--- src/hdl/assert_macros.svh ---
// ----------------------------------------------------------------------------
// Assertion macros
// Shared helpers for concurrent assertions in the particle step core.
// ----------------------------------------------------------------------------
`ifndef ASSERT_MACROS_SVH
`define ASSERT_MACROS_SVH

// Checked at every rising edge while reset is released.
`define ASSERT_ON(lbl, clk, rstn, prop, msg) \
    lbl: assert property (@(posedge clk) disable iff (!rstn) prop) else $error(msg);

// Checked at every rising edge, reset included.
`define ASSERT_ALWAYS(lbl, clk, prop, msg) \
    lbl: assert property (@(posedge clk) prop) else $error(msg);

`endif

--- src/hdl/vps_pkg.sv ---
// ----------------------------------------------------------------------------
// vps_pkg
// Types, constants and helpers shared by the particle step pipeline.
// ----------------------------------------------------------------------------
`default_nettype none

package vps_pkg;

    localparam int POS_W   = 22;
    localparam int PUSH_W  = 28;
    localparam int IM_W    = 16;
    localparam int DIR_W   = 16;
    localparam int RATIO_W = 16;
    localparam int SSQ_W   = 24;
    localparam int CFG_W   = 24;
    localparam int NN_W    = 46;
    localparam int RSQ_W   = 19;
    localparam int T_W     = 82;
    localparam int U_W     = 67;
    localparam int SH_W    = 5;

    localparam logic [POS_W-1:0]   POS_MAX      = 22'd4190208;
    localparam logic [16:0]        DIR_ONE      = 17'd16384;
    localparam logic [15:0]        INACTIVE_KEY = 16'hF000;
    localparam logic [RATIO_W-1:0] RATIO_RESET  = 16'd16384;
    localparam logic [SSQ_W-1:0]   SSQ_RESET    = 24'd4660;

    typedef enum logic [0:0] {
        CFG_STEP_RATIO   = 1'b0,
        CFG_STEP_SQUARED = 1'b1
    } cfg_idx_t;

    typedef struct packed {
        logic [RATIO_W-1:0] step_ratio;
        logic [SSQ_W-1:0]   step_squared;
    } cfg_t;

    typedef struct packed {
        logic [POS_W-1:0]         cur_x;
        logic [POS_W-1:0]         cur_y;
        logic [POS_W-1:0]         prev_x;
        logic [POS_W-1:0]         prev_y;
        logic signed [PUSH_W-1:0] push_x;
        logic signed [PUSH_W-1:0] push_y;
        logic [IM_W-1:0]          inv_mass;
        logic                     inactive;
    } in_t;

    typedef struct packed {
        logic                    inactive;
        logic [POS_W-1:0]        next_x;
        logic [POS_W-1:0]        next_y;
        logic signed [POS_W:0]   dx;
        logic signed [POS_W:0]   dy;
        logic [NN_W-1:0]         nn;
        logic [SH_W-1:0]         s;
        logic [T_W-1:0]          t;
        logic signed [U_W-1:0]   u;
        logic [RSQ_W-1:0]        r;
    } item_t;

    typedef struct packed {
        logic [POS_W-1:0]        next_x;
        logic [POS_W-1:0]        next_y;
        logic signed [DIR_W-1:0] dir_x;
        logic signed [DIR_W-1:0] dir_y;
        logic [8:0]              cell_code_x;
        logic [8:0]              cell_code_y;
        logic [10:0]             near_code_x;
        logic [10:0]             near_code_y;
        logic [15:0]             morton_key;
    } res_t;

    // Spreads six bits to the even positions of an 11-bit word.
    function automatic logic [10:0] spread6(input logic [5:0] v);
        logic [10:0] o;
        o = '0;
        for (int i = 0; i < 6; i++) begin
            o[2*i] = v[i];
        end
        return o;
    endfunction

endpackage

`default_nettype wire

--- src/hdl/vps_dir.sv ---
// ----------------------------------------------------------------------------
// vps_dir
// Two-stage direction scaling, cell codes and Morton key.
// ----------------------------------------------------------------------------
`default_nettype none

module vps_dir import vps_pkg::*; (
    input  wire logic  aclk,
    input  wire logic  aresetn,
    input  wire logic  in_valid,
    output logic       in_ready,
    input  wire item_t in_data,
    output logic       out_valid,
    input  wire logic  out_ready,
    output res_t       out_data
);

    typedef struct packed {
        logic             inactive;
        logic [POS_W-1:0] next_x;
        logic [POS_W-1:0] next_y;
        logic             neg_x;
        logic             neg_y;
        logic [41:0]      prod_x;
        logic [41:0]      prod_y;
    } d1_t;

    logic [1:0] vld_reg;
    logic [2:0] rdy;
    d1_t  d1_reg, d1_next;
    res_t d2_reg, d2_next;

    assign rdy[2]   = out_ready;
    assign rdy[1]   = !vld_reg[1] || rdy[2];
    assign rdy[0]   = !vld_reg[0] || rdy[1];
    assign in_ready = rdy[0];

    function automatic logic [41:0] scale(input logic signed [22:0] d,
                                          input logic [SH_W-1:0] s,
                                          input logic [RSQ_W-1:0] r);
        logic [22:0] a;
        logic [53:0] sh;
        a  = (d < 0) ? 23'(-d) : 23'(d);
        sh = {31'b0, a} << s;
        return 42'(sh[22:0]) * 42'(r);
    endfunction

    function automatic logic [DIR_W-1:0] finish(input logic [41:0] p, input logic neg);
        logic [16:0] q, nq;
        q = 17'((p + 42'd33554432) >> 26);
        if (q > DIR_ONE) q = DIR_ONE;
        nq = 17'd0 - q;
        return neg ? nq[DIR_W-1:0] : q[DIR_W-1:0];
    endfunction

    always_comb begin
        d1_next.inactive = in_data.inactive;
        d1_next.next_x   = in_data.next_x;
        d1_next.next_y   = in_data.next_y;
        d1_next.neg_x    = in_data.dx < 0;
        d1_next.neg_y    = in_data.dy < 0;
        d1_next.prod_x   = scale(in_data.dx, in_data.s, in_data.r);
        d1_next.prod_y   = scale(in_data.dy, in_data.s, in_data.r);
    end

    always_comb begin
        logic [9:0]  ix, iy;
        logic [5:0]  nbx, nby;
        logic [10:0] cx, cy;
        ix  = d1_reg.next_x[POS_W-1:12];
        iy  = d1_reg.next_y[POS_W-1:12];
        nbx = {1'b0, ix[9:5]} + (ix[4] ? 6'd1 : 6'd63);
        nby = {1'b0, iy[9:5]} + (iy[4] ? 6'd1 : 6'd63);
        cx  = spread6({1'b0, ix[9:5]});
        cy  = spread6({1'b0, iy[9:5]});
        d2_next.next_x      = d1_reg.next_x;
        d2_next.next_y      = d1_reg.next_y;
        d2_next.dir_x       = finish(d1_reg.prod_x, d1_reg.neg_x);
        d2_next.dir_y       = finish(d1_reg.prod_y, d1_reg.neg_y);
        d2_next.cell_code_x = cx[8:0];
        d2_next.cell_code_y = cy[8:0];
        d2_next.near_code_x = spread6(nbx);
        d2_next.near_code_y = spread6(nby);
        d2_next.morton_key  = {6'b0, cx[8:0], 1'b0} + {7'b0, cy[8:0]}
                            + (d1_reg.inactive ? INACTIVE_KEY : 16'd0);
    end

    always_ff @(posedge aclk) begin
        if (!aresetn) begin
            vld_reg <= '0;
        end else begin
            if (rdy[0]) vld_reg[0] <= in_valid;
            if (rdy[1]) vld_reg[1] <= vld_reg[0];
        end
    end

    always_ff @(posedge aclk) begin
        if (rdy[0] && in_valid)   d1_reg <= d1_next;
        if (rdy[1] && vld_reg[0]) d2_reg <= d2_next;
    end

    assign out_valid = vld_reg[1];
    assign out_data  = d2_reg;

endmodule

`default_nettype wire

--- config.mk ---
export PLATFORM = sky130hd
export DESIGN_NAME = vps_dir
export DESIGN_NICKNAME = d
export VERILOG_FILES = /design/src/hdl/assert_macros.svh /design/src/hdl/vps_pkg.sv /design/src/hdl/vps_dir.sv
export SDC_FILE = /design/constraint.sdc
export NUM_CORES = 2
export LEC_CHECK = 0
export BUFFER_PORTS_ARGS = -buffer_cell sky130_fd_sc_hd__buf_2
export CAP_MARGIN = 15
export CORE_MARGIN = 2
export CORE_UTILIZATION = 63
export CTS_BUF_LIST = sky130_fd_sc_hd__clkbuf_4
export DETAILED_ROUTE_END_ITERATION = 10
export PLACE_DENSITY = 0.85
export SETUP_SLACK_MARGIN = 0.02
export SKIP_CTS_REPAIR_TIMING = 1
export SKIP_LAST_GASP = 1
export SYNTH_ARGS = -nofsm -noshare
export SYNTH_HDL_FRONTEND = slang
export SYNTH_SLANG_ARGS = --single-unit
--- constraint.sdc ---
create_clock -name aclk -period 12.1 [get_ports aclk]
set_clock_uncertainty 0.15 [all_clocks]
set_input_delay 1.21 -clock aclk [delete_from_list [all_inputs] [get_ports aclk]]
set_output_delay 1.21 -clock aclk [all_outputs]
set_load 0.01 [all_outputs]
Word-level counts from Yosys, hierarchy flattened
Index checks and enable logic that the tools add are counted.

Input bits: 314. Memories: 0. RAM bits: 0. Flip-flop bits (word level): 247. Output and inout bits: 134. Bits in latches: 0. Bits in read-only memories: 0.

Eq/ne operators: 0. Multiply operators: 2. Divide/modulo/power cells: 0. $add $sub $neg: 10. Reductions and logical operators: 6. Shift operators: 2. Magnitude comparators: 4. Bitwise logic cells: 0. Mux-type cells: 9.

Operator list (number): $add 42x26->42 const B (2); $mul 23x19->42 (2); $mux 16 (5); $lt 23x1->1 const B (2); $mux 23 (2); $neg 23->23 (2); $shl 23x5->23 (2); $gt 16x15->1 const B (2); $sub 1x16->16 const A (2); $add 11x16->16 (1); $add 5x6->6 (2); $mux 6 (2); $add 10x9->11 (1); $logic_and 1x1->1 (2); $logic_not 1->1 (2); $logic_or 1x1->1 (2).

Depth between registers and ports, before layout
Depth after elaboration: 5. Gate-level depth with buffers: 35.

Least setup slack after synthesis
No wires, ideal clock.

Path kind: in2reg. Start point: in in_data[221] (netlist name). End point: reg d1_reg[37] (netlist name) (data pin). Data required time: 11695 ps. Path buffers: 3. Slack: 2560 ps. Stages: 32. Arrival: 9135 ps. Setup time: 255 ps. Path through: or4_1 -> buf_2 -> or4_4 -> buf_6 -> or3_1 -> a311o_1 -> a21oi_2 -> o21a_2 -> o21ai_2 -> mux2_4 -> buf_6 -> nor2_2 -> fa_1 -> fa_1 -> inv_1 -> fa_1 -> inv_1 -> fa_1 -> fa_1 -> inv_1 -> fa_1 -> inv_1 -> ha_1 -> o21a_1 -> o32ai_1 -> a211oi_1 -> o21ai_0 -> and3_1 -> o21ba_2 -> o21ai_1 -> a311o_1 -> and3_1.

RTL lines: from (decl) (RTL line vps_dir.sv:12) `input wire item_t in_data,`; to (signal assigned) (RTL line vps_dir.sv:98) `if (rdy[0] && in_valid) d1_reg <= d1_next;`; to (decl) (RTL line vps_dir.sv:30) `d1_t d1_reg, d1_next;`.

==> impl_results.md <==
- Status: complete, no violations
- Max incr delay on CP: 640 ps
- DP Area: 0.0408 mm^2
- Worst Setup End Kind: flip-flop
- Peak VDD IR: 0.226 mV
- Yosys warning count: 0
- Unique masters post-synth: 97
- H-tree levels: 4
- Crit path max fanout: 14
- Total Wirelength: 100 mm
- Wirelength per Cell: 19.0 um
- Filler cells: 4829
- Met2 Use GR: 52.3%
- Period utilization: 85.5%
- Yosys top cell area share: 36.3%
- Number of max-cap violations: 0
- Total clock sinks: 172
- Vias: 30800
- Crit Path Class: input pin to flip-flop
- Max reg flops: 89
- Top cell type by total area after synthesis: fa_1
- Final global-route overflow total: 0
- Worst-margin pin slew: 1170 ps
- FMAX: 96.6 MHz
- RSZ-0062 raised after global routing: no
- Vias in the first global route: 31600
- Critical path arrival: 10530 ps
- Hold Path Class: flip-flop to flip-flop
- Core area: 0.0617 mm^2
- Most numerous cell in the Yosys netlist: inv_1
- Final Hold Vio Count: 0
- DR iter-0 viols: 3201
- Pint: 0.00367 W
- Final instance area: 0.0410 mm^2
- Post-DP HPWL: 77.9 mm
- Required time worst endpoint: 12280 ps
- Clock root buffer: clkbuf_4
- Adder-Cell Fraction of Synth Area: 44.5%
- Synth area leaders: fa_1 36%, edfxtp_1 13%, inv_1 8.7%
- Synth Area in Simple Gates: 17.1%
- Gate power share: 81.9%
- Slowest-stage cell, CP: or4b_1
- Power Density: 190 mW/mm^2
- Max transition margin: 21.7%
- Core Util, Final: 66.5%
- Remaining DRCs: 0
- Max Slew Vio Count: 0
- Mapped Cells: 4373
- Main synth FF type: edfxtp_1
- Routed Antenna Nets: 0
- Clock network power share: 4.1%
- Post-route non-filler standard cell count: 5271
- Largest net degree at the start of global routing: 82
- Pleak: 20.3 nW
- CTS tree: built
- Reg power frac: 14.0%
- DIE HEIGHT: 254 um
- Die W: 254 um
- Port Buffer Count: 232
- Post-synthesis compound-gate area fraction: 8.34%
- Xor and xnor area share after synthesis: 2.67%
- Sequential cell area fraction in the yosys report: 13.1%
- Routability cong.: 0.948
- Psw: 0.00411 W
- Worst skew pair latency: 570 ps
- Most common library cells after synthesis: 909 x inv_1, 712 x fa_1, 460 x nand2_1
- Setup TNS Final: 0 ps
- Final nets: 5701
- TritonCTS buffer count: 17
- Synth async-reset ratio: 0%
- Total global-route track usage: 32.0%
- GRT met3 Usage: 6.33%
- Die area: 0.0644 mm^2
- Share of layout cells above drive strength 1: 9.37%
- Multiplexer share of the synthesized area: 2.19%
- Clock Path Buffers: 2
- Mapped Avg Cell Area: 8.99 um^2
- Grt peak-use layer: met2
- Initial antenna violation count: 1
- Final min period: 10350 ps
- Starting Density: 63.7%
- Most frequent CP cell: fa_1
- Dpl cells: 5233
- Switching Share: 52.8%
- Cell row count: 91
- Pwr Total: 0.00778 W
- First-pass GRT wire length: 162 mm
- Post-synthesis register bit count: 172
- Boundary pin count: 448
- GR met1 Demand/Resource: 42.8%
- Mapped Area: 0.0393 mm^2
- Syn-to-layout area delta: 4.43%
- Worst Setup Start Kind: input pin
- Endpoints failing setup: 0
- Vias per cell: 5.83
- Clock-pin transition on the worst setup and hold timing paths: 160 ps
- DRT Pass-1 Iters: 8
- Number of flops mapped to enable cells by yosys: 170
- Largest family of logic cells by synthesized area: adder cells
[routing by layer]
| metal | vias up | wire length, um |
|---|---|---|
| li1 | 13700 | - |
| met1 | 15100 | 39000 |
| met2 | 1691 | 46800 |
| met3 | 308 | 10200 |
| met4 | 0 | 4030 |
| met5 | - | 0 |
[layout by cell type (no fill, tap or decap), drive strengths merged, types with 16 or more instances in the layout]
cell type and n:
inv 916, fa 712, nand2 460, buf 289, and2 274, ha 260
nor2 254, edfxtp 170, a21oi 105, o21ai 92, and3 81, nor3 69
xnor2 65, xor2 55, nand3 45, mux2i 45, nand2b 44, a21o 37
nor2b 33, o21a 28, a211oi 28, nand4 23, conb 20, or3 19
mux2 19, o31ai 18, clkbuf 17, a31oi 17, or2 16
[final timing paths]
check | start | end | slack (ps) | cells after the start
max | in_data[242] | d1_reg[78]$_DFFE_PP_ | 1750 | 31
min | d1_reg[122]$_DFFE_PP_ | out_data[124]$_DFFE_PP_ | 280 | 0
max reg2reg | d1_reg[25]$_DFFE_PP_ | out_data[68]$_DFFE_PP_ | 7430 | 13
min reg2reg | d1_reg[122]$_DFFE_PP_ | out_data[124]$_DFFE_PP_ | 280 | 0
[final cells by class]
| type | instances | area [um^2] | share of cell area, % |
|---|---|---|---|
| Timing Repair Buffer | 289 | 1590 | 3.87 |
| Inverter | 914 | 3430 | 8.36 |
| Multi-Input combinational cell | 3021 | 29500 | 72.0 |
| Sequential cell | 172 | 5140 | 12.5 |
| Clock buffer | 17 | 128 | 0.311 |
| Clock inverter | 15 | 151 | 0.369 |
| Antenna cell | 6 | 15.0 | 0.0366 |
| Tap cell | 837 | 1050 | 2.55 |
[critical path: cells and delay by family]
kind                       cells  cell delay [ps]
and+or+nand+nor                6             1790
muxes                          2              440
xor gates and xnor gates       1              160
AOI/OAI and AO/OA              8             2770
adders and majority gates      8             3460
buffers and inverters          6              710
[metrics by stage]
stage,hold WS (ps),worst slack (ps)
4_1_cts,277,2030
2_1_floorplan,250,2560
3_3_place_gp,250,1450
5_1_grt,291,1430
6_report,276,1750
3_5_place_dp,255,1390
[power by group through the flow]
stage	registers [W]	clock network, W	logic [W]
floorplan	0.00105	0	0.00475
CTS	0.00109	0.000324	0.00633
global route	0.00110	0.000343	0.00722
finish	0.00109	0.000315	0.00637
global placement	0.00110	0	0.00602
detailed placement	0.00110	0	0.00628
[cells by family after synthesis]
group                      after synthesis
and+or+nand+nor                       1366
buffers and inverters                 1199
adders and majority gates              972
AOI/OAI and AO/OA                      471
DFF                                    172
xor gates and xnor gates               120
muxes                                   72
other                                    1
Power figures use the tool's default switching activity.
