==> config.mk <==
export PLATFORM = sky130hd
export DESIGN_NAME = vps_norm
export DESIGN_NICKNAME = d
export VERILOG_FILES = /design/src/hdl/assert_macros.svh /design/src/hdl/vps_pkg.sv /design/src/hdl/vps_norm.sv
export SDC_FILE = /design/constraint.sdc
export NUM_CORES = 1
export LEC_CHECK = 0
export ABC_AREA = 1
export BUFFER_PORTS_ARGS = -buffer_cell sky130_fd_sc_hd__clkbuf_2
export CORE_UTILIZATION = 57
export CTS_BUF_LIST = sky130_fd_sc_hd__clkbuf_16
export DETAILED_ROUTE_END_ITERATION = 10
export PLACE_DENSITY = 0.83
export SYNTH_ARGS = -nofsm -noshare
export SYNTH_HDL_FRONTEND = slang
export SYNTH_SLANG_ARGS = --single-unit
export TNS_END_PERCENT = 50
==> constraint.sdc <==
create_clock -name aclk -period 19 [get_ports aclk]
set_input_delay 0.95 -clock aclk [delete_from_list [all_inputs] [get_ports aclk]]
set_output_delay 0.95 -clock aclk [all_outputs]
set_load 0.1 [all_outputs]
==> src/hdl/assert_macros.svh <==
// ----------------------------------------------------------------------------
// Assertion macros
// Shared helpers for concurrent assertions in the particle step core.
// ----------------------------------------------------------------------------
`ifndef ASSERT_MACROS_SVH
`define ASSERT_MACROS_SVH

// Checked at every rising edge while reset is released.
`define ASSERT_ON(lbl, clk, rstn, prop, msg) \
    lbl: assert property (@(posedge clk) disable iff (!rstn) prop) else $error(msg);

// Checked at every rising edge, reset included.
`define ASSERT_ALWAYS(lbl, clk, prop, msg) \
    lbl: assert property (@(posedge clk) prop) else $error(msg);

`endif

==> src/hdl/vps_pkg.sv <==
// ----------------------------------------------------------------------------
// vps_pkg
// Types, constants and helpers shared by the particle step pipeline.
// ----------------------------------------------------------------------------
`default_nettype none

package vps_pkg;

    localparam int POS_W   = 22;
    localparam int PUSH_W  = 28;
    localparam int IM_W    = 16;
    localparam int DIR_W   = 16;
    localparam int RATIO_W = 16;
    localparam int SSQ_W   = 24;
    localparam int CFG_W   = 24;
    localparam int NN_W    = 46;
    localparam int RSQ_W   = 19;
    localparam int T_W     = 82;
    localparam int U_W     = 67;
    localparam int SH_W    = 5;

    localparam logic [POS_W-1:0]   POS_MAX      = 22'd4190208;
    localparam logic [16:0]        DIR_ONE      = 17'd16384;
    localparam logic [15:0]        INACTIVE_KEY = 16'hF000;
    localparam logic [RATIO_W-1:0] RATIO_RESET  = 16'd16384;
    localparam logic [SSQ_W-1:0]   SSQ_RESET    = 24'd4660;

    typedef enum logic [0:0] {
        CFG_STEP_RATIO   = 1'b0,
        CFG_STEP_SQUARED = 1'b1
    } cfg_idx_t;

    typedef struct packed {
        logic [RATIO_W-1:0] step_ratio;
        logic [SSQ_W-1:0]   step_squared;
    } cfg_t;

    typedef struct packed {
        logic [POS_W-1:0]         cur_x;
        logic [POS_W-1:0]         cur_y;
        logic [POS_W-1:0]         prev_x;
        logic [POS_W-1:0]         prev_y;
        logic signed [PUSH_W-1:0] push_x;
        logic signed [PUSH_W-1:0] push_y;
        logic [IM_W-1:0]          inv_mass;
        logic                     inactive;
    } in_t;

    typedef struct packed {
        logic                    inactive;
        logic [POS_W-1:0]        next_x;
        logic [POS_W-1:0]        next_y;
        logic signed [POS_W:0]   dx;
        logic signed [POS_W:0]   dy;
        logic [NN_W-1:0]         nn;
        logic [SH_W-1:0]         s;
        logic [T_W-1:0]          t;
        logic signed [U_W-1:0]   u;
        logic [RSQ_W-1:0]        r;
    } item_t;

    typedef struct packed {
        logic [POS_W-1:0]        next_x;
        logic [POS_W-1:0]        next_y;
        logic signed [DIR_W-1:0] dir_x;
        logic signed [DIR_W-1:0] dir_y;
        logic [8:0]              cell_code_x;
        logic [8:0]              cell_code_y;
        logic [10:0]             near_code_x;
        logic [10:0]             near_code_y;
        logic [15:0]             morton_key;
    } res_t;

    // Spreads six bits to the even positions of an 11-bit word.
    function automatic logic [10:0] spread6(input logic [5:0] v);
        logic [10:0] o;
        o = '0;
        for (int i = 0; i < 6; i++) begin
            o[2*i] = v[i];
        end
        return o;
    endfunction

endpackage

`default_nettype wire

==> src/hdl/vps_norm.sv <==
// ----------------------------------------------------------------------------
// vps_norm
// Five-stage even normalization of the squared norm into [2^44, 2^46).
// ----------------------------------------------------------------------------
`default_nettype none

module vps_norm import vps_pkg::*; (
    input  wire logic  aclk,
    input  wire logic  aresetn,
    input  wire logic  in_valid,
    output logic       in_ready,
    input  wire item_t in_data,
    output logic       out_valid,
    input  wire logic  out_ready,
    output item_t      out_data
);

    localparam int N = 5;

    logic [N-1:0] vld_reg;
    logic [N:0]   rdy;
    item_t        dat_reg [N];

    assign rdy[N]    = out_ready;
    assign in_ready  = rdy[0];
    assign out_valid = vld_reg[N-1];
    assign out_data  = dat_reg[N-1];

    for (genvar j = 0; j < N; j++) begin : g_stage
        // Shift by 32, 16, 8, 4 and 2 bits in turn when the value stays in range.
        localparam int SH = 2 << (N - 1 - j);
        item_t src, dat_next;
        logic  vin;

        if (j == 0) begin : g_first
            assign src = in_data;
            assign vin = in_valid;
        end else begin : g_rest
            assign src = dat_reg[j-1];
            assign vin = vld_reg[j-1];
        end

        assign rdy[j] = !vld_reg[j] || rdy[j+1];

        always_comb begin
            dat_next = src;
            if ((src.nn >> (NN_W - SH)) == '0) begin
                dat_next.nn = src.nn << SH;
                dat_next.s  = src.s + SH_W'(SH / 2);
            end
        end

        always_ff @(posedge aclk) begin
            if (!aresetn) begin
                vld_reg[j] <= 1'b0;
            end else if (rdy[j]) begin
                vld_reg[j] <= vin;
            end
        end

        always_ff @(posedge aclk) begin
            if (rdy[j] && vin) dat_reg[j] <= dat_next;
        end
    end

endmodule

`default_nettype wire

After elaboration in Yosys (flattened, before gate mapping):

Memory sizes are Yosys's and may differ from the RTL's.
Cells that the tools add are included.

* register bits after elaboration: 5
* RAM bits: 1550
* input port bits: 314
* output and inout port bits: 312
* logic and storage cells: 46
* memories: 1

* add/sub/neg operators: 5
* mux-type cells: 15
* reductions and logical operators: 20

Memory list
* dat_reg: words 5, width 310, read ports 5, clocked after memory_dff 0, write ports 5, line vps_norm.sv:22 `item_t dat_reg [N];`

Operators by type and width (number)
* $mux W51: 5
* $logic_not A46 Y1: 5
* $mux W1: 10
* $add A5 B1 Y5 const B: 1
* $add A5 B2 Y5 const B: 1
* $add A5 B3 Y5 const B: 1
* $add A5 B4 Y5 const B: 1
* $add A5 B5 Y5 const B: 1
* $logic_and A1 B1 Y1: 5
* $logic_not A1 Y1: 5
* $logic_or A1 B1 Y1: 5

Longest topological paths before layout:

Gate-level depths: netlist (run 1).

* depth in word-level cells: 9
* gate-level depth with buffers: 8

Worst setup path before layout (run 1):

OpenSTA, ideal clock, no wires.

* path kind: input port to flip-flop
* from: input port out_ready
* to: memory dat_reg[0][0] (netlist name), enable pin
* setup time: 1084 ps
* data arrival time: 16081 ps
* data required time: 17916 ps
* slack: 1836 ps
* stages: 4
* path buffers: 0
* cell sequence: nor2_1 > nand3_1 > nor2_1 > a21oi_1

RTL lines
* start, declared: line vps_norm.sv:14 `input wire logic out_ready,`
* end, declared: line vps_norm.sv:22

==> flow_metrics.tcl, run 1 <==
set metrics [dict create \
    outcome "complete, no violations" \
    clkLatencyLatePin_ps 750 \
    setup_tns_ps 0 \
    p_int_w 0.00560 \
    path_clk_slew_ps 60 \
    dpl-instance-area_sq_mm 0.0543 \
    start_util 0.577 \
    fp.dieH_um 304 \
    crit_slowest_cell "buf_4" \
    cp_common_cell "buf_4" \
    power_density_mw_per_mm2 119 \
    netSwitchingFraction 0.201 \
    cts_sinks 1555 \
    rrSetupSlack_ps 14490 \
    required_ps 19340 \
    worst_pin_slew_ps 1110 \
    core.rowCount 110 \
    final_layout_size_suffix_gt1_frac 0.281 \
    synth_cell_type_count 25 \
    worstHoldStart "in_data[229]" \
    synthCells 2581 \
    cp_num_buf_inv 5 \
    synth_warnings 0 \
    drc 0 \
    synth_common_cells "1550 x edfxtp_1, 313 x buf_4, 310 x nand2_1, 130 x inv_1, 76 x nor2_1" \
    die_w_um 304 \
    wl_per_cell_um 20.9 \
    max_stage_delay_ps 790 \
    synth_edf_count 1550 \
    synthFlopType "edfxtp_1" \
    cts_root_buf "clkbuf_16" \
    final-setup-viol-count 0 \
    synth-seq-cells 1555 \
    seq_area_frac_synth 0.897 \
    fmax_mhz 222 \
    power_switching_w 0.00141 \
    ir_drop_uv 86.6 \
    synthArstFlopShare 0 \
    final_area_sq_mm 0.0590 \
    grt_pass1_wl_um 133000 \
    r2r_start "out_valid" \
    cp_cell_sequence "inv_1 > nor2_1 > nand3_1 > nor2_1 > a21oi_4 > buf_4 > buf_4 > buf_4 > buf_4" \
    num_vias 21644 \
    r2r_end "dat_reg[0][260]" \
    critPathKind "reg -> reg" \
    clock_path_buffers 3 \
    finalCriticalPeriod_ps 4510 \
    synth_area_sq_mm 0.0520 \
    worstPathArrival_ps 4860 \
    cap_violations 0 \
    gp_congestion 0.906 \
    cpLargestDelayFamily "buffers and inverters" \
    synthToLayoutAreaGrowth_pct 13.4 \
    grt_use_total 0.197 \
    nets 3333 \
    reg2reg_depth 9 \
    coreArea_sq_mm 0.0901 \
    rsz0062_at_grt "false" \
    drt-vias-per-instance 5.01 \
    synth_top_area_share 0.895 \
    die-area_sq_mm 0.0925 \
    p_clk_frac 0.400 \
    cts_tree "done" \
    synth_fp_nets 2898 \
    max-slew-margin-rel 0.257 \
    cts_buffers 147 \
    grt_pass1_vias 21915 \
    avgSynthCellArea_sq_um 20.2 \
    hold_depth 1 \
    final_max_slew_viol_count 0 \
    synthMostInstantiatedCell "edfxtp_1" \
    drt_iter0_drc 2046 \
    post_cts_buffers 0 \
    yosysTopAreaCell "edfxtp_1" \
    hold_class "in -> reg" \
    finalHoldViolations 0 \
    postRouteAntennaNets 0 \
    antenna_found_initial 15 \
    ios 626 \
    crit_path_end_kind "register" \
    ys_top_cells_by_area "edfxtp_1 89%, buf_4 4.5%, nand2_1 2.2%" \
    fin_crit_sh 0.238 \
    power_frac_seq 0.574 \
    combPwrFrac 0.026 \
    cts_resized 0 \
    grt_overflow 0 \
    cp-startpoint "out_valid" \
    hpwl_um 58000 \
    finClkSkew_ps 30.8 \
    portBuffers 625 \
    dr.pass1.iters 8 \
    critPathMaxFanout 64 \
    largest_reg_flops 1550 \
    cts-htree-levels 4 \
    drt-total-wl_um 90100 \
    min_delay_worst_endpoint "dat_reg[0][229]" \
    grt_max_degree 129 \
    crit_path_start_kind "register" \
    p_leak_nw 21.5 \
    cts_hold_buf 0 \
]
power by group through the flow:
stage	sequential, W	clock, W	combinational, W
floorplan	0.00411	0	0.000119
global placement	0.00408	0	0.000179
detailed placement	0.00409	0	0.000184
CTS	0.00402	0.00286	0.000186
global route	0.00403	0.00299	0.000198
finish	0.00402	0.00280	0.000184
kinds of logic (layout without fill, tap and decap cells):
logic type                 after synthesis  in the layout  synth area share
DFF                                   1555           1555             0.897
xor gates and xnor gates                10             10           0.00168
and+or+nand+nor                        417            417            0.0316
buffers and inverters                  506           1056            0.0601
adders and majority gates                3              3          0.000722
AOI/OAI and AO/OA                       90             90           0.00924
other                                    0             10                 0
worst max path at each step:
stage	to	slack, ps	depth (start not counted)
floorplan	dat_reg[0][0]	1840	4
detailed placement	dat_reg[0][71]	13880	9
global placement	dat_reg[0][71]	14030	9
global route	dat_reg[0][260]	14250	9
CTS	dat_reg[0][260]	14490	9
finish	dat_reg[0][260]	14490	9
through the flow:
| step | util | std cells | total power [W] | hold slack [ps] | worst slack [ps] |
|---|---|---|---|---|---|
| after floorplan | - | 2581 | 0.00423 | 400 | 1840 |
| after global placement | 0.602 | 4043 | 0.00426 | 400 | 14030 |
| after detailed placement | 0.602 | 4043 | 0.00428 | 405 | 13880 |
| after CTS | 0.654 | 4307 | 0.00707 | 303 | 14490 |
| after global routing | 0.654 | 4313 | 0.00722 | 321 | 14250 |
| final | 0.654 | 4317 | 0.00700 | 368 | 14490 |
metal layers:
metal / vias to the layer above / track usage / share of wire
met2: 835 / 0.338 / 0.51
met3: 188 / 0.0605 / 0.084
met5: - / 0 / 0.00077
met4: 10 / 0.0861 / 0.035
li1: 9976 / - / -
met1: 10635 / 0.228 / 0.37
worst reg2reg max path: stages, from the launching register on:
cell     delay (ps)
dfxtp_1         320
inv_1            70
nor2_1          100
nand3_1         150
nor2_1          150
a21oi_4         160
buf_4           640
buf_4           820
buf_4           800
buf_4           840
cell usage in the layout (no fill, tap or decap):
cell,n
clkbuf_16,149
edfxtp_1,1550
inv_1,160
clkinv_2,20
xor2_1,5
nor2_4,5
buf_12,1
buf_4,22
clkinv_1,32
inv_16,2
clkbuf_2,625
nor2_1,74
inv_2,13
o21ai_1,23
nand2_1,310
inv_8,2
o21ai_2,8
a21oi_1,3
nand3b_1,1
a21oi_4,1
ha_1,3
o21ai_0,55
nand4_1,6
bufinv_16,11
clkinv_8,6
clkinv_4,3
nand3_1,19
nand2_2,1
xnor2_1,5
clkinvlp_4,4
nand4_2,1
diode_2,10
clkinv_16,2
inv_6,4
dfxtp_1,5
layout make-up:
type	count	area [sq um]
clock buffer	149	3730
inverter	144	556
multi-input combinational	520	2270
sequential	1555	46600
timing repair buffer	648	3310
tap	1176	1470
antenna	10	25.0
fill	5517	31200
clock inverter	115	956
Note: power is estimated with default switching activity, not from simulation.
==> inputs of run 2 (changes only) <==
--- a/config.mk
+++ b/config.mk
@@ -5,7 +5,7 @@
 export SDC_FILE = /design/constraint.sdc
 export NUM_CORES = 1
 export LEC_CHECK = 0
-export ABC_AREA = 1
+export ABC_AREA = 0
 export BUFFER_PORTS_ARGS = -buffer_cell sky130_fd_sc_hd__clkbuf_2
 export CORE_UTILIZATION = 57
 export CTS_BUF_LIST = sky130_fd_sc_hd__clkbuf_16
==> constraint.sdc (replaced) <==
create_clock -name aclk -period 4.4 [get_ports aclk]
set_input_delay 0.22 -clock aclk [delete_from_list [all_inputs] [get_ports aclk]]
set_output_delay 0.22 -clock aclk [all_outputs]
set_load 0.1 [all_outputs]
==> run 2 against run 1 <==
  * Hold slack got worse by 180 ps
  * Register-to-register slack got worse by 13000 ps
  * Sequential power increased to 4.2 times the previous value
  * Via count increased by 4.1%
  * Core utilization increased by 3.8 points
  * Final area increased by 5.5%
  * Non-clock buffer count increased by 336
  * Clock-buffer cell count increased by 5
  * Combinational power increased to 4.0 times the previous value
  * Highest routed layer unchanged
==> flow_metrics.tcl, run 2 <==
set metrics [dict create \
    cts-htree-levels 4 \
    min_delay_worst_endpoint "dat_reg[0][161]" \
    seq_area_frac_synth 0.903 \
    cts_buffers 146 \
    path_clk_slew_ps 60 \
    post_cts_buffers 0 \
    final_max_slew_viol_count 0 \
    wl_per_cell_um 24.7 \
    die_w_um 303 \
    synth_fp_nets 2533 \
    drt-total-wl_um 106000 \
    rrSetupSlack_ps 1730 \
    hpwl_um 59400 \
    crit_path_start_kind "primary input" \
    outcome "complete, no violations" \
    dr.pass1.iters 7 \
    final-setup-viol-count 0 \
    clock_path_buffers 3 \
    cts_hold_buf 327 \
    start_util 0.575 \
    synth_top_area_share 0.901 \
    final_layout_size_suffix_gt1_frac 0.314 \
    synth_cell_type_count 30 \
    yosysTopAreaCell "edfxtp_1" \
    drc 0 \
    ios 626 \
    drt_iter0_drc 2168 \
    synthMostInstantiatedCell "edfxtp_1" \
    worstHoldStart "in_data[161]" \
    mostFrequentLayoutCell "edfxtp_1" \
    required_ps 5000 \
    synthToLayoutAreaGrowth_pct 20.4 \
    grt_overflow 0 \
    core.rowCount 110 \
    cts_tree "done" \
    clkLatencyLatePin_ps 760 \
    critPathMaxFanout 16 \
    finClkSkew_ps 26.7 \
    grt_pass1_vias 23404 \
    cap_violations 0 \
    r2r_end "dat_reg[0][492]" \
    finalHoldViolations 0 \
    synthFlopType "edfxtp_1" \
    postRouteAntennaNets 0 \
    hold_class "in -> reg" \
    grt_use_total 0.229 \
    coreArea_sq_mm 0.0899 \
    gp_congestion 0.835 \
    r2r_start "dat_reg[0][214]" \
    synth_area_sq_mm 0.0516 \
    crit_path_end_kind "register" \
    final_cell_mix "1550 x edfxtp_1, 625 x clkbuf_2, 327 x dlygate4sd3_1" \
    grt_max_degree 128 \
    synth_common_cells "1550 x edfxtp_1, 313 x buf_4, 112 x mux2_2, 47 x nand2_1, 43 x a21o_1" \
    cts_resized 0 \
    avgSynthCellArea_sq_um 23.3 \
    cts_root_buf "clkbuf_16" \
    fin_crit_sh 0.681 \
    setup_tns_ps 0 \
    antenna_found_initial 11 \
    portBuffers 625 \
    power_density_mw_per_mm2 479 \
    cts_sinks 1555 \
    drt-vias-per-instance 5.24 \
    ir_drop_uv 418 \
    reg2reg_depth 3 \
    fp.dieH_um 303 \
    synth-seq-cells 1555 \
    fmax_mhz 334 \
    max-slew-margin-rel 0.268 \
    synth_warnings 0 \
    num_vias 22524 \
    p_leak_nw 22.1 \
    rsz0062_at_grt "false" \
    hold_depth 2 \
    synth_edf_count 1550 \
    synthArstFlopShare 0 \
    grt_pass1_wl_um 150000 \
    finalCriticalPeriod_ps 3000 \
    synthCells 2216 \
    worst_pin_slew_ps 1090 \
    nets 3311 \
    worstPathArrival_ps 3590 \
    largest_reg_flops 1550 \
    final_core_util 0.692 \
    ys_top_cells_by_area "edfxtp_1 90%, buf_4 4.6%, mux2_2 2.4%" \
    critPathKind "in -> reg" \
    die-area_sq_mm 0.0918 \
]
-- run 2: changes by cell type after synthesis, sizes merged, moves of 16 or more --
cell   before  now
nor2       79    2
inv       143    3
mux2        0  112
nand3      19    1
nand2     311   47
a21o        0   43
o21ai      86    2
and2        0   16
nor2b       0   33
-- run 2: through the flow --
stage / instance area [sq um] / std cells / hold WS, ps / setup slack (ps) / total power [W]
after global routing: 62200 / 4296 / 150 / 1380 / 0.0306
final: 62200 / 4297 / 187 / 1400 / 0.0298
after detailed placement: 54200 / 3695 / 399 / 1840 / 0.0175
after floorplan: 51700 / 2216 / 319 / -2360 / 0.0172
after CTS: 62200 / 4289 / 135 / 1580 / 0.0298
after global placement: 54200 / 3695 / 397 / 1940 / 0.0174
-- run 2: cells by family after synthesis --
group / Yosys count / synth area share
flops: 1555 / 0.903
buf+inv: 357 / 0.0491
mux: 112 / 0.0244
simple gates: 124 / 0.0130
compound gates: 53 / 0.00749
xor+xnor: 12 / 0.00204
fa+ha+maj: 3 / 0.000727
-- run 2: worst max-delay path, cell delays in order --
cell,delay [ps]
dlygate4sd3_1,580
clkbuf_2,130
nor4_1,680
nand4_1,200
nor2_1,700
buf_4,350
a21o_1,150
dlygate4sd3_1,580
-- run 2: power breakdown --
group          leakage (nW)  internal, W  switching (W)
Combinational          5.28     0.000348       0.000389
Sequential             14.4       0.0166       0.000127
Clock                  2.40      0.00688        0.00546
Total                  22.1       0.0238        0.00597
-- run 2: area by class of cell --
cell class | instances | area (sq um)
Fill cell | 4999 | 27700
Multi-Input combinational cell | 304 | 2540
Clock buffer | 154 | 3850
Clock inverter | 113 | 811
Timing Repair Buffer | 984 | 6840
Sequential cell | 1555 | 46600
Tap cell | 1176 | 1470
Antenna cell | 8 | 20.0
Inverter | 3 | 11.3
-- run 2: how the worst max path moves through the flow --
stage,startpoint,end,slack [ps],cells past startpoint
final,in_data[196],dat_reg[0][213],1400,8
after global routing,in_data[196],dat_reg[0][213],1380,8
after CTS,in_data[196],dat_reg[0][216],1580,8
after detailed placement,in_data[196],dat_reg[0][181],1840,6
after global placement,dat_reg[0][203],dat_reg[0][484],1940,3
after floorplan,out_valid,dat_reg[0][0],-2360,4
-- run 2: routing by layer --
layer | GRT usage | routed length, um
met1 | 0.265 | 37300
met5 | 0 | 38
met4 | 0.0896 | 3640
met3 | 0.0594 | 8960
met2 | 0.408 | 56400
